### src/rtl/rmar_pkg.sv
package rmar_pkg;

  localparam int CAPACITY = 64;
  localparam int DATA_W   = 32;
  localparam int COUNT_W  = $clog2(CAPACITY + 1);
  localparam int IDX_W    = $clog2(CAPACITY);
  localparam int MED_W    = DATA_W + 1;

  localparam logic ACT_ADD    = 1'b0;
  localparam logic ACT_REMOVE = 1'b1;

  typedef struct packed {
    logic                     add;
    logic                     rem;
    logic                     remove_mode;
    logic signed [DATA_W-1:0] value;
  } cmd_t;

  typedef struct packed {
    logic ge;
    logic hit;
  } flag_t;

endpackage

### src/rtl/rmar_cell.sv
module rmar_cell (
  input  logic                              clk,
  input  rmar_pkg::cmd_t                    cmd,
  input  logic                              live,
  input  logic                              left_ge,
  input  logic signed [rmar_pkg::DATA_W-1:0] left_data,
  input  logic signed [rmar_pkg::DATA_W-1:0] right_data,
  output logic signed [rmar_pkg::DATA_W-1:0] data,
  output rmar_pkg::flag_t                   flag
);

  logic ge;

  always_comb begin
    if (cmd.remove_mode) begin
      ge = live && (data >= cmd.value);
    end else begin
      ge = !live || (data > cmd.value);
    end
    flag.ge  = ge;
    flag.hit = live && ge && !left_ge && (data == cmd.value);
  end

  always_ff @(posedge clk) begin
    if (cmd.add && ge) begin
      data <= left_ge ? left_data : cmd.value;
    end else if (cmd.rem && ge) begin
      data <= right_data;
    end
  end

endmodule

### config.mk
export PLATFORM = sky130hd
export DESIGN_NAME = rmar_cell
export DESIGN_NICKNAME = d
export VERILOG_FILES = /design/src/rtl/rmar_pkg.sv /design/src/rtl/rmar_cell.sv
export SDC_FILE = /design/constraint.sdc
export NUM_CORES = 1
export LEC_CHECK = 0
export ABC_CLOCK_PERIOD_IN_PS = 4170
export BUFFER_PORTS_ARGS = -buffer_cell sky130_fd_sc_hd__buf_2
export CAP_MARGIN = 10
export CORE_MARGIN = 10
export CORE_UTILIZATION = 39
export DETAILED_ROUTE_END_ITERATION = 8
export PLACE_DENSITY = 0.7
export SETUP_SLACK_MARGIN = 0.15
export SLEW_MARGIN = 40
export SYNTH_ARGS = -nofsm -noshare
export SYNTH_HDL_FRONTEND = slang
export SYNTH_SLANG_ARGS = --single-unit
### constraint.sdc
create_clock -name clk -period 4.17 [get_ports clk]
set_input_delay 0.2085 -clock clk [delete_from_list [all_inputs] [get_ports clk]]
set_output_delay 0.2085 -clock clk [all_outputs]
set_load 0.005 [all_outputs]
==> results of run 1 <==
-- routing by layer --
layer / GRT usage / routed length (µm) / vias up
met1: 0.173 / 3720 / 1247
li1: - / - / 1297
met2: 0.281 / 4570 / 97
met5: 0 / 0 / -
met3: 0.0372 / 540 / 8
met4: 0.0437 / 108 / 0
-- layout by cell type, fill, tap and decap left out, types with 2 or more instances in the layout --
cell / n
ha_1: 32
a21o_1: 2
o21ai_0: 3
mux2i_1: 32
clkinv_1: 2
a21oi_1: 17
a21oi_2: 30
nor3_1: 2
nand2_1: 8
nand3_1: 7
a211o_1: 2
inv_1: 34
nand4_1: 6
buf_4: 8
a31oi_1: 32
clkbuf_8: 5
edfxtp_1: 32
nor4_1: 2
nor2_1: 3
buf_2: 134
-- metrics by stage --
step	utilization	setup WS, ns
floorplan	-	0.884
global placement	0.509	1.09
detailed placement	0.510	0.998
CTS	0.521	0.979
global route	0.521	0.858
finish	0.521	0.960
-- final cells by class --
| type | count | area [µm²] |
|---|---|---|
| timing repair buffer | 142 | 731 |
| tap | 96 | 120 |
| multi-input combinational | 189 | 1560 |
| clock inverter | 2 | 7.51 |
| sequential | 32 | 961 |
| fill | 676 | 3290 |
| clock buffer | 5 | 68.8 |
| inverter | 34 | 128 |
-- cells by family (layout without fill, tap and decap cells) --
logic type               count (synthesis)  in the layout
AND/OR/NAND/NOR                         34             34
multiplexers                            32             32
flip-flops                              32             32
buffers and inverters                   53            183
AO/OA/AOI/OAI                           91             91
adder cells (fa/ha/maj)                 32             32
-- synthesized netlist by cell type --
cell	count	area share
buf_1	2	0.0027
mux2i_1	32	0.12
a21oi_1	17	0.031
nand2_1	8	0.011
nor2b_1	1	0.0022
nor4_2	1	0.0045
a211o_1	2	0.0063
or4_4	1	0.0040
and2_1	1	0.0022
edfxtp_1	32	0.35
a21o_1	2	0.0054
a21oi_2	30	0.094
and3_1	1	0.0022
buf_12	3	0.022
o21a_1	1	0.0027
a311oi_4	1	0.0094
a22o_1	1	0.0031
nor2_1	3	0.0040
inv_1	34	0.046
a221o_1	1	0.0036
ha_1	32	0.14
nand4_1	6	0.013
nor3b_1	1	0.0027
buf_4	1	0.0027
buf_2	3	0.0054
nor3_1	2	0.0036
clkbuf_1	9	0.012
nand3_1	7	0.013
a31oi_1	32	0.072
o21ai_1	1	0.0018
buf_6	1	0.0040
nor4_1	2	0.0045
o21ai_0	3	0.0054
-- worst min path at each step --
stage                         from  cells after the start       end  slack, ns
global route        right_data[30]                      3  data[30]       0.23
detailed placement  right_data[30]                      3  data[30]       0.52
floorplan           right_data[10]                      2  data[10]       0.43
finish               right_data[5]                      3   data[5]       0.23
CTS                 right_data[30]                      3  data[30]       0.23
global placement     right_data[3]                      3   data[3]       0.52
-- worst max-delay path, delay by kind of cell, from the launching register on --
family                   cells  cell delay (ns)
AO/OA/AOI/OAI                3             0.94
flip-flops                   1             0.41
AND/OR/NAND/NOR              4             0.93
adder cells (fa/ha/maj)      1             0.32
buffers and inverters        1             0.28
-- power by group through the flow --
stage / Clock, mW / Sequential (mW) / Combinational, mW
2_1_floorplan: 0 / 0.463 / 0.272
3_3_place_gp: 0 / 0.456 / 0.431
3_5_place_dp: 0 / 0.460 / 0.439
4_1_cts: 0.227 / 0.454 / 0.442
5_1_grt: 0.238 / 0.460 / 0.485
6_report: 0.224 / 0.453 / 0.438
==> flow_summary.yaml, run 1 <==
run:
  maxCapViolations: 0
setup_path:
  crit_path_cell_trace: "ha_1 > nand4_1 > nor2_1 > a22o_1 > or4_4 > a311oi_4 > and2_1 > o21a_1 > buf_4"
  worst_r2r_endpoint: "data[12]"
  reg2reg_depth: 9
  slowest_stage: "a311oi_4"
  end_kind: "flop"
  startpoint_type: "flop"
  r2r_setup_slack_ns: 0.96
  crit_end: "data[12]"
  crit_type: "reg -> reg"
  max_stage_delay_ns: 0.58
  cp.required_ns: 4.14
  startpoint: "data[31]"
  worstReg2RegStart: "data[31]"
  cp.arrival_ns: 3.18
  critPathMaxFanout: 18
pwr:
  power_frac_clock: 0.201
  seqPwrFrac: 0.406
  power_density_nw_per_um2: 312
  switchingPower_mw: 0.389
  leakagePower_nw: 1.74
  irDropWorstVdd_mv: 0.136
  combinationalPowerShare: 0.393
  switching_share: 0.349
  intPower_mw: 0.726
  power_mw: 1.11
placed_design:
  place.gp.congestion: 0.803
  portBuffers: 135
  placedCellCount: 493
  place_area_um2: 3500
  dp.final_hpwl_um: 7250
floorplanning:
  start_util: 0.405
  core_um2: 6870
  die-height_um: 104
  row_count: 30
  die_w_um: 104
  die-area_um2: 10900
  io_pins: 136
routing:
  drt_pass1_iterations: 4
  wl_per_cell_um: 17.9
  finalWirelength_um: 8950
  drc_errors: 0
  drt_iter0_drc: 124
  vias: 2649
  vias_per_cell: 5.30
  ant_nets: 0
sta:
  clock_skew_ns: 0.00292
  finalSetupViolCount: 0
  hold_viol_final: 0
  fin_tns_setup_ns: 0
  slew_headroom: 0.579
  rsz0062_at_grt: "no"
  layout_min_cycle_time_ns: 3.21
  slew_violations: 0
  fmax_mhz: 311
  fin_hold_ws_ns: 0.231
  final.period_utilization: 0.770
  tightestPinTransition_ns: 0.631
layout:
  layoutNonFillerInstCount: 500
  reg_top3: "data x32"
  syn2layout_area_growth_pct: 28.5
  drive_above_1_share: 0.448
  antenna_cells: 0
  top_register: "data"
  fin_area_um2: 3580
  nets: 538
  largest_register_ffs: 32
synth:
  yosys.area_share.adder: 0.144
  synth-xor-area-share: 0
  yosysWarningCount: 0
  synth_top_family_by_area: "compound AO/OA/AOI/OAI gates"
  syn_inst: 274
  synthSimpleGateAreaFrac: 0.0670
  muxShareOfSynthArea: 0.115
  synthesis.area_um2: 2780
  ys_seq_elements: 32
  ys_types: 33
  avgSynthCellArea_um2: 10.2
  seq_area_frac_synth: 0.345
  syn-num-nets: 408
  synth_compound_area_frac: 0.235
status:
  status: "finished, final reports clean"
clocking:
  max-clock-path-buffers: 2
  cts.clk_slew.worst_paths_ns: 0.07
  clock_sinks: 32
  cts_resized: 0
  clk_latency_ns: 0.28
  cts_setup_buffers: 0
  cts.htree.levels: 2
  hold_buffers: 0
  cts_root_buffer: "clkbuf_8"
  cts_made_buffers: 5
  cts_tree: "done"
global_routing:
  grt_max_degree: 35
  overflow: 0
  grt_usage: 0.154
  grt_pass1_vias: 2786
  grt_pass1_wl_um: 13800
  grt_antenna_before_repair: 0
min_path:
  hold_path_class: "in -> reg"
(Power assumes the default switching activity.)
==> inputs of run 2 (changes only) <==
- ABC_CLOCK_PERIOD_IN_PS: 4170 -> 3200
- clock period: 4.17 -> 3.2 ns (I/O delays scaled with it)
==> run 2 against run 1 <==
Global-route usage grew 0.17 points. Clock-buffer cell count increased by 2. Non-clock buffer count increased by 2. Sequential cell count stayed put. Fmax up 12%. Clock power increased by 33%. Register-to-register slack lost 0.62 ns. Core utilization rose by 0.35 points. Die area unchanged. Critical path type unchanged. Highest routed layer unchanged.
==> flow_summary.yaml, run 2 (synthesis gave the netlist of run 1 again) <==
status:
  status: "finished, final reports clean"
pwr:
  intPower_mw: 0.957
  leakagePower_nw: 1.75
  irDropWorstVdd_mv: 0.179
  power_density_nw_per_um2: 406
  combinationalPowerShare: 0.391
  switchingPower_mw: 0.503
  seqPwrFrac: 0.404
  power_frac_clock: 0.205
  switching_share: 0.345
setup_path:
  reg2reg_depth: 9
  slowest_stage: "or4_4"
  crit_type: "reg -> reg"
  critPathMaxFanout: 17
  cp.arrival_ns: 2.84
  worst_r2r_endpoint: "data[10]"
  worstReg2RegStart: "data[31]"
  crit_path_cell_trace: "ha_1 > nand4_1 > nor2_1 > a22o_1 > or4_4 > a311oi_4 > and2_1 > o21a_2 > buf_4"
  end_kind: "flop"
  max_stage_delay_ns: 0.44
  cp.required_ns: 3.17
  startpoint_type: "flop"
  r2r_setup_slack_ns: 0.34
sta:
  tightestPinTransition_ns: 0.660
  fmax_mhz: 349
  slew_violations: 0
  final.period_utilization: 0.895
  finalSetupViolCount: 0
  hold_viol_final: 0
  rsz0062_at_grt: "no"
  fin_tns_setup_ns: 0
  clock_skew_ns: 0.00372
  layout_min_cycle_time_ns: 2.86
  fin_hold_ws_ns: 0.183
  slew_headroom: 0.560
layout:
  mostFrequentLayoutCell: "buf_2"
  reg_top3: "data x32"
  nets: 540
  layoutNonFillerInstCount: 503
  fin_util: 0.524
  layout_common_cells: "buf_2 (134), inv_1 (34)"
  fin_area_um2: 3600
  drive_above_1_share: 0.452
  syn2layout_area_growth_pct: 29.3
  largest_register_ffs: 32
  top_register: "data"
  antenna_cells: 0
placed_design:
  dp.final_hpwl_um: 7150
  place.gp.congestion: 0.796
  placedCellCount: 495
  place_area_um2: 3520
  portBuffers: 135
routing:
  wl_per_cell_um: 17.4
  vias: 2655
  finalWirelength_um: 8770
  ant_nets: 0
  vias_per_cell: 5.28
  drt_iter0_drc: 111
  drt_pass1_iterations: 5
  drc_errors: 0
global_routing:
  grt_usage: 0.156
  grt_antenna_before_repair: 0
  grt_pass1_wl_um: 14100
  grt_pass1_vias: 2888
  overflow: 0
  grt_max_degree: 35
min_path:
  worstHoldStart: "right_data[28]"
  whs_endpoint: "data[28]"
  hold_path_class: "in -> reg"
  hold_depth: 3
floorplanning:
  die-area_um2: 10900
  start_util: 0.405
  die-height_um: 104
  die_w_um: 104
  io_pins: 136
  row_count: 30
  core_um2: 6870
clocking:
  cts.htree.levels: 2
  max-clock-path-buffers: 2
  clk_latency_ns: 0.28
  cts_setup_buffers: 0
  cts_root_buffer: "clkbuf_8"
  clock_sinks: 32
  cts_tree: "done"
  cts.clk_slew.worst_paths_ns: 0.07
  cts_made_buffers: 5
run:
  maxCapViolations: 0
==> run 2: cell types whose count changed in the layout (fill, tap and decap cells not counted), sizes merged <==
cell / previous run / this run
clkbuf: 5 / 7
clkinv: 2 / 1
buf: 142 / 144
==> run 2: through the flow <==
step | power (mW) | setup WS [ns]
CTS | 1.47 | 0.325
detailed placement | 1.17 | 0.339
finish | 1.46 | 0.336
global route | 1.57 | 0.162
global placement | 1.16 | 0.408
floorplan | 0.957 | 0.225
==> run 2: how the worst max path moves through the flow <==
| stage | startpoint | endpoint |
|---|---|---|
| after floorplan | data[30] | data[0] |
| after CTS | data[19] | data[14] |
| final | data[31] | data[10] |
| after detailed placement | data[19] | data[14] |
| after global routing | data[23] | data[3] |
| after global placement | data[31] | data[7] |
==> run 2: layer usage <==
layer | GRT usage | part of all wire | up-vias
li1 | - | - | 1295
met1 | 0.179 | 0.42 | 1246
met2 | 0.272 | 0.50 | 99
met3 | 0.0415 | 0.060 | 15
met4 | 0.0517 | 0.020 | 0
met5 | 0 | 0 | -
==> run 2: layout make-up <==
type | count | area [µm²]
inverters | 34 | 128
well taps | 96 | 120
flip-flops and latches | 32 | 961
clock inverters | 1 | 3.75
fillers | 640 | 3270
repair buffers | 144 | 749
multi-input cells | 189 | 1560
clock buffers | 7 | 76.3
==> run 2: critical path: cells and delay by family (launching register included) <==
kind            cells  cell delay [ns]
fa+ha+maj           1             0.33
flops               1             0.40
buf+inv             1             0.25
compound gates      3             0.70
simple gates        4             0.87
==> run 2: power by group through the flow <==
stage / registers, mW / clock network (mW) / logic [mW]
after global routing: 0.596 / 0.330 / 0.640
after CTS: 0.590 / 0.307 / 0.578
after detailed placement: 0.598 / 0 / 0.576
final: 0.590 / 0.299 / 0.571
after global placement: 0.595 / 0 / 0.565
after floorplan: 0.602 / 0 / 0.355
==> run 2: timing repair <==
item / CTS / global route
endpoints found under the hold margin: 0 / 0
hold buffers: 0 / 0
gates resized for setup: 0 / 1
endpoints found under the setup margin: 0 / 4
==> inputs of run 3 (changes only) <==
- CAP_MARGIN: 10 -> 5
- CORE_UTILIZATION: 39 -> 40
- PLACE_DENSITY: 0.7 -> 0.71
==> run 3 against run 2 <==
Global-route usage is 0.061 points lower. Clock power fell by 1%. Critical endpoint is now data[6]. Sequential cell count unchanged. Via count shrank 2.1%. Critical path depth unchanged. Final area decreased by 0.21%. Setup slack lost 0.022 ns. Final cell count decreased by 0.60%. Hold slack gained 0.0016 ns.
==> flow_summary.yaml, run 3 (synthesis gave the netlist of run 1 again) <==
floorplanning:
  die-area_um2: 10700
  io_pins: 136
  start_util: 0.410
  die_w_um: 103
  core_um2: 6790
  die-height_um: 103
  row_count: 30
min_path:
  whs_endpoint: "data[2]"
  hold_depth: 3
  hold_path_class: "in -> reg"
  worstHoldStart: "right_data[2]"
layout:
  antenna_cells: 0
  nets: 538
  drive_above_1_share: 0.455
  syn2layout_area_growth_pct: 29.1
  fin_util: 0.529
  layout_common_cells: "buf_2 (134), inv_1 (34)"
  reg_top3: "data x32"
  mostFrequentLayoutCell: "buf_2"
  largest_register_ffs: 32
  fill_cells: 644
  top_register: "data"
  layoutNonFillerInstCount: 500
global_routing:
  grt_pass1_vias: 2742
  grt_pass1_wl_um: 13100
  grt_usage: 0.155
  grt_max_degree: 35
  grt_antenna_before_repair: 0
  overflow: 0
placed_design:
  dp.final_hpwl_um: 6940
  placedCellCount: 493
  portBuffers: 135
  place.gp.congestion: 0.804
routing:
  ant_nets: 0
  drt_iter0_drc: 118
  drc_errors: 0
  finalWirelength_um: 8470
  vias_per_cell: 5.20
  vias: 2600
  drt_pass1_iterations: 4
  wl_per_cell_um: 16.9
setup_path:
  r2r_setup_slack_ns: 0.31
  end_kind: "flop"
  startpoint_type: "flop"
  reg2reg_depth: 9
  worst_r2r_endpoint: "data[6]"
  worstReg2RegStart: "data[31]"
  crit_type: "reg -> reg"
  critPathMaxFanout: 17
  cp.required_ns: 3.17
  cp.arrival_ns: 2.86
pwr:
  irDropWorstVdd_mv: 0.172
  leakagePower_nw: 1.75
  power_density_nw_per_um2: 404
  power_mw: 1.45
clocking:
  clock_sinks: 32
  hold_buffers: 0
  clk_latency_ns: 0.28
  cts_tree: "done"
  cts_resized: 0
  max-clock-path-buffers: 2
  cts.htree.levels: 2
  cts_root_buffer: "clkbuf_8"
  cts_made_buffers: 5
  cts_setup_buffers: 0
  cts.clk_slew.worst_paths_ns: 0.07
status:
  status: "finished, final reports clean"
sta:
  fmax_mhz: 347
  finalSetupViolCount: 0
  final.period_utilization: 0.902
  tightestPinTransition_ns: 0.635
  fin_tns_setup_ns: 0
  slew_headroom: 0.577
  fin_hold_ws_ns: 0.185
  rsz0062_at_grt: "no"
  layout_min_cycle_time_ns: 2.89
  clock_skew_ns: 0.00495
  slew_violations: 0
  hold_viol_final: 0
run:
  maxCapViolations: 0
run 3: cell count changes in the layout (fill, tap and decap cells not counted), sizes merged:
cell and change:
clkbuf -1, buf -2
run 3: where the power goes:
part	switching [mW]	internal (mW)	total, mW
Clock	0.147	0.148	0.295
Combinational	0.316	0.252	0.568
Sequential	0.0345	0.555	0.590
Total	0.498	0.955	1.45
run 3: worst max-delay path, stage by stage, from the launching register on:
cell      delay (ns)
edfxtp_1        0.41
ha_1            0.34
nand4_1         0.19
nor2_1          0.06
a22o_1          0.21
or4_4           0.44
a311oi_4        0.35
and2_1          0.18
o21a_2          0.14
buf_4           0.25
run 3: layout make-up:
type                       count  area (µm²)  area share
clock inverter                 1        5.00     0.00139
clock buffer                   6        72.6      0.0202
tap                           96         120      0.0334
inverter                      34         128      0.0355
multi-input combinational    189        1560       0.435
timing repair buffer         142         743       0.207
sequential                    32         961       0.267
run 3: how the worst max path moves through the flow:
stage / startpoint / to / slack (ns) / cells past startpoint
final: data[31] / data[6] / 0.31 / 9
after global routing: data[19] / data[27] / 0.15 / 9
after CTS: data[19] / data[27] / 0.29 / 9
after detailed placement: data[19] / data[1] / 0.31 / 9
after global placement: data[19] / data[6] / 0.32 / 9
after floorplan: data[30] / data[0] / 0.22 / 8
run 3: per-stage QoR:
step                worst slack [ns]  cell area, µm²
detailed placement             0.307            3510
finish                         0.314            3590
global placement               0.321            3510
global route                   0.153            3590
CTS                            0.294            3590
floorplan                      0.225            2790
run 3: metal layers:
| metal | up-vias | global-route usage | share of wire |
|---|---|---|---|
| li1 | 1293 | - | - |
| met1 | 1195 | 0.176 | 0.40 |
| met2 | 104 | 0.277 | 0.50 |
| met3 | 8 | 0.0525 | 0.097 |
| met4 | 0 | 0.0310 | 0.0079 |
| met5 | - | 0 | 0 |
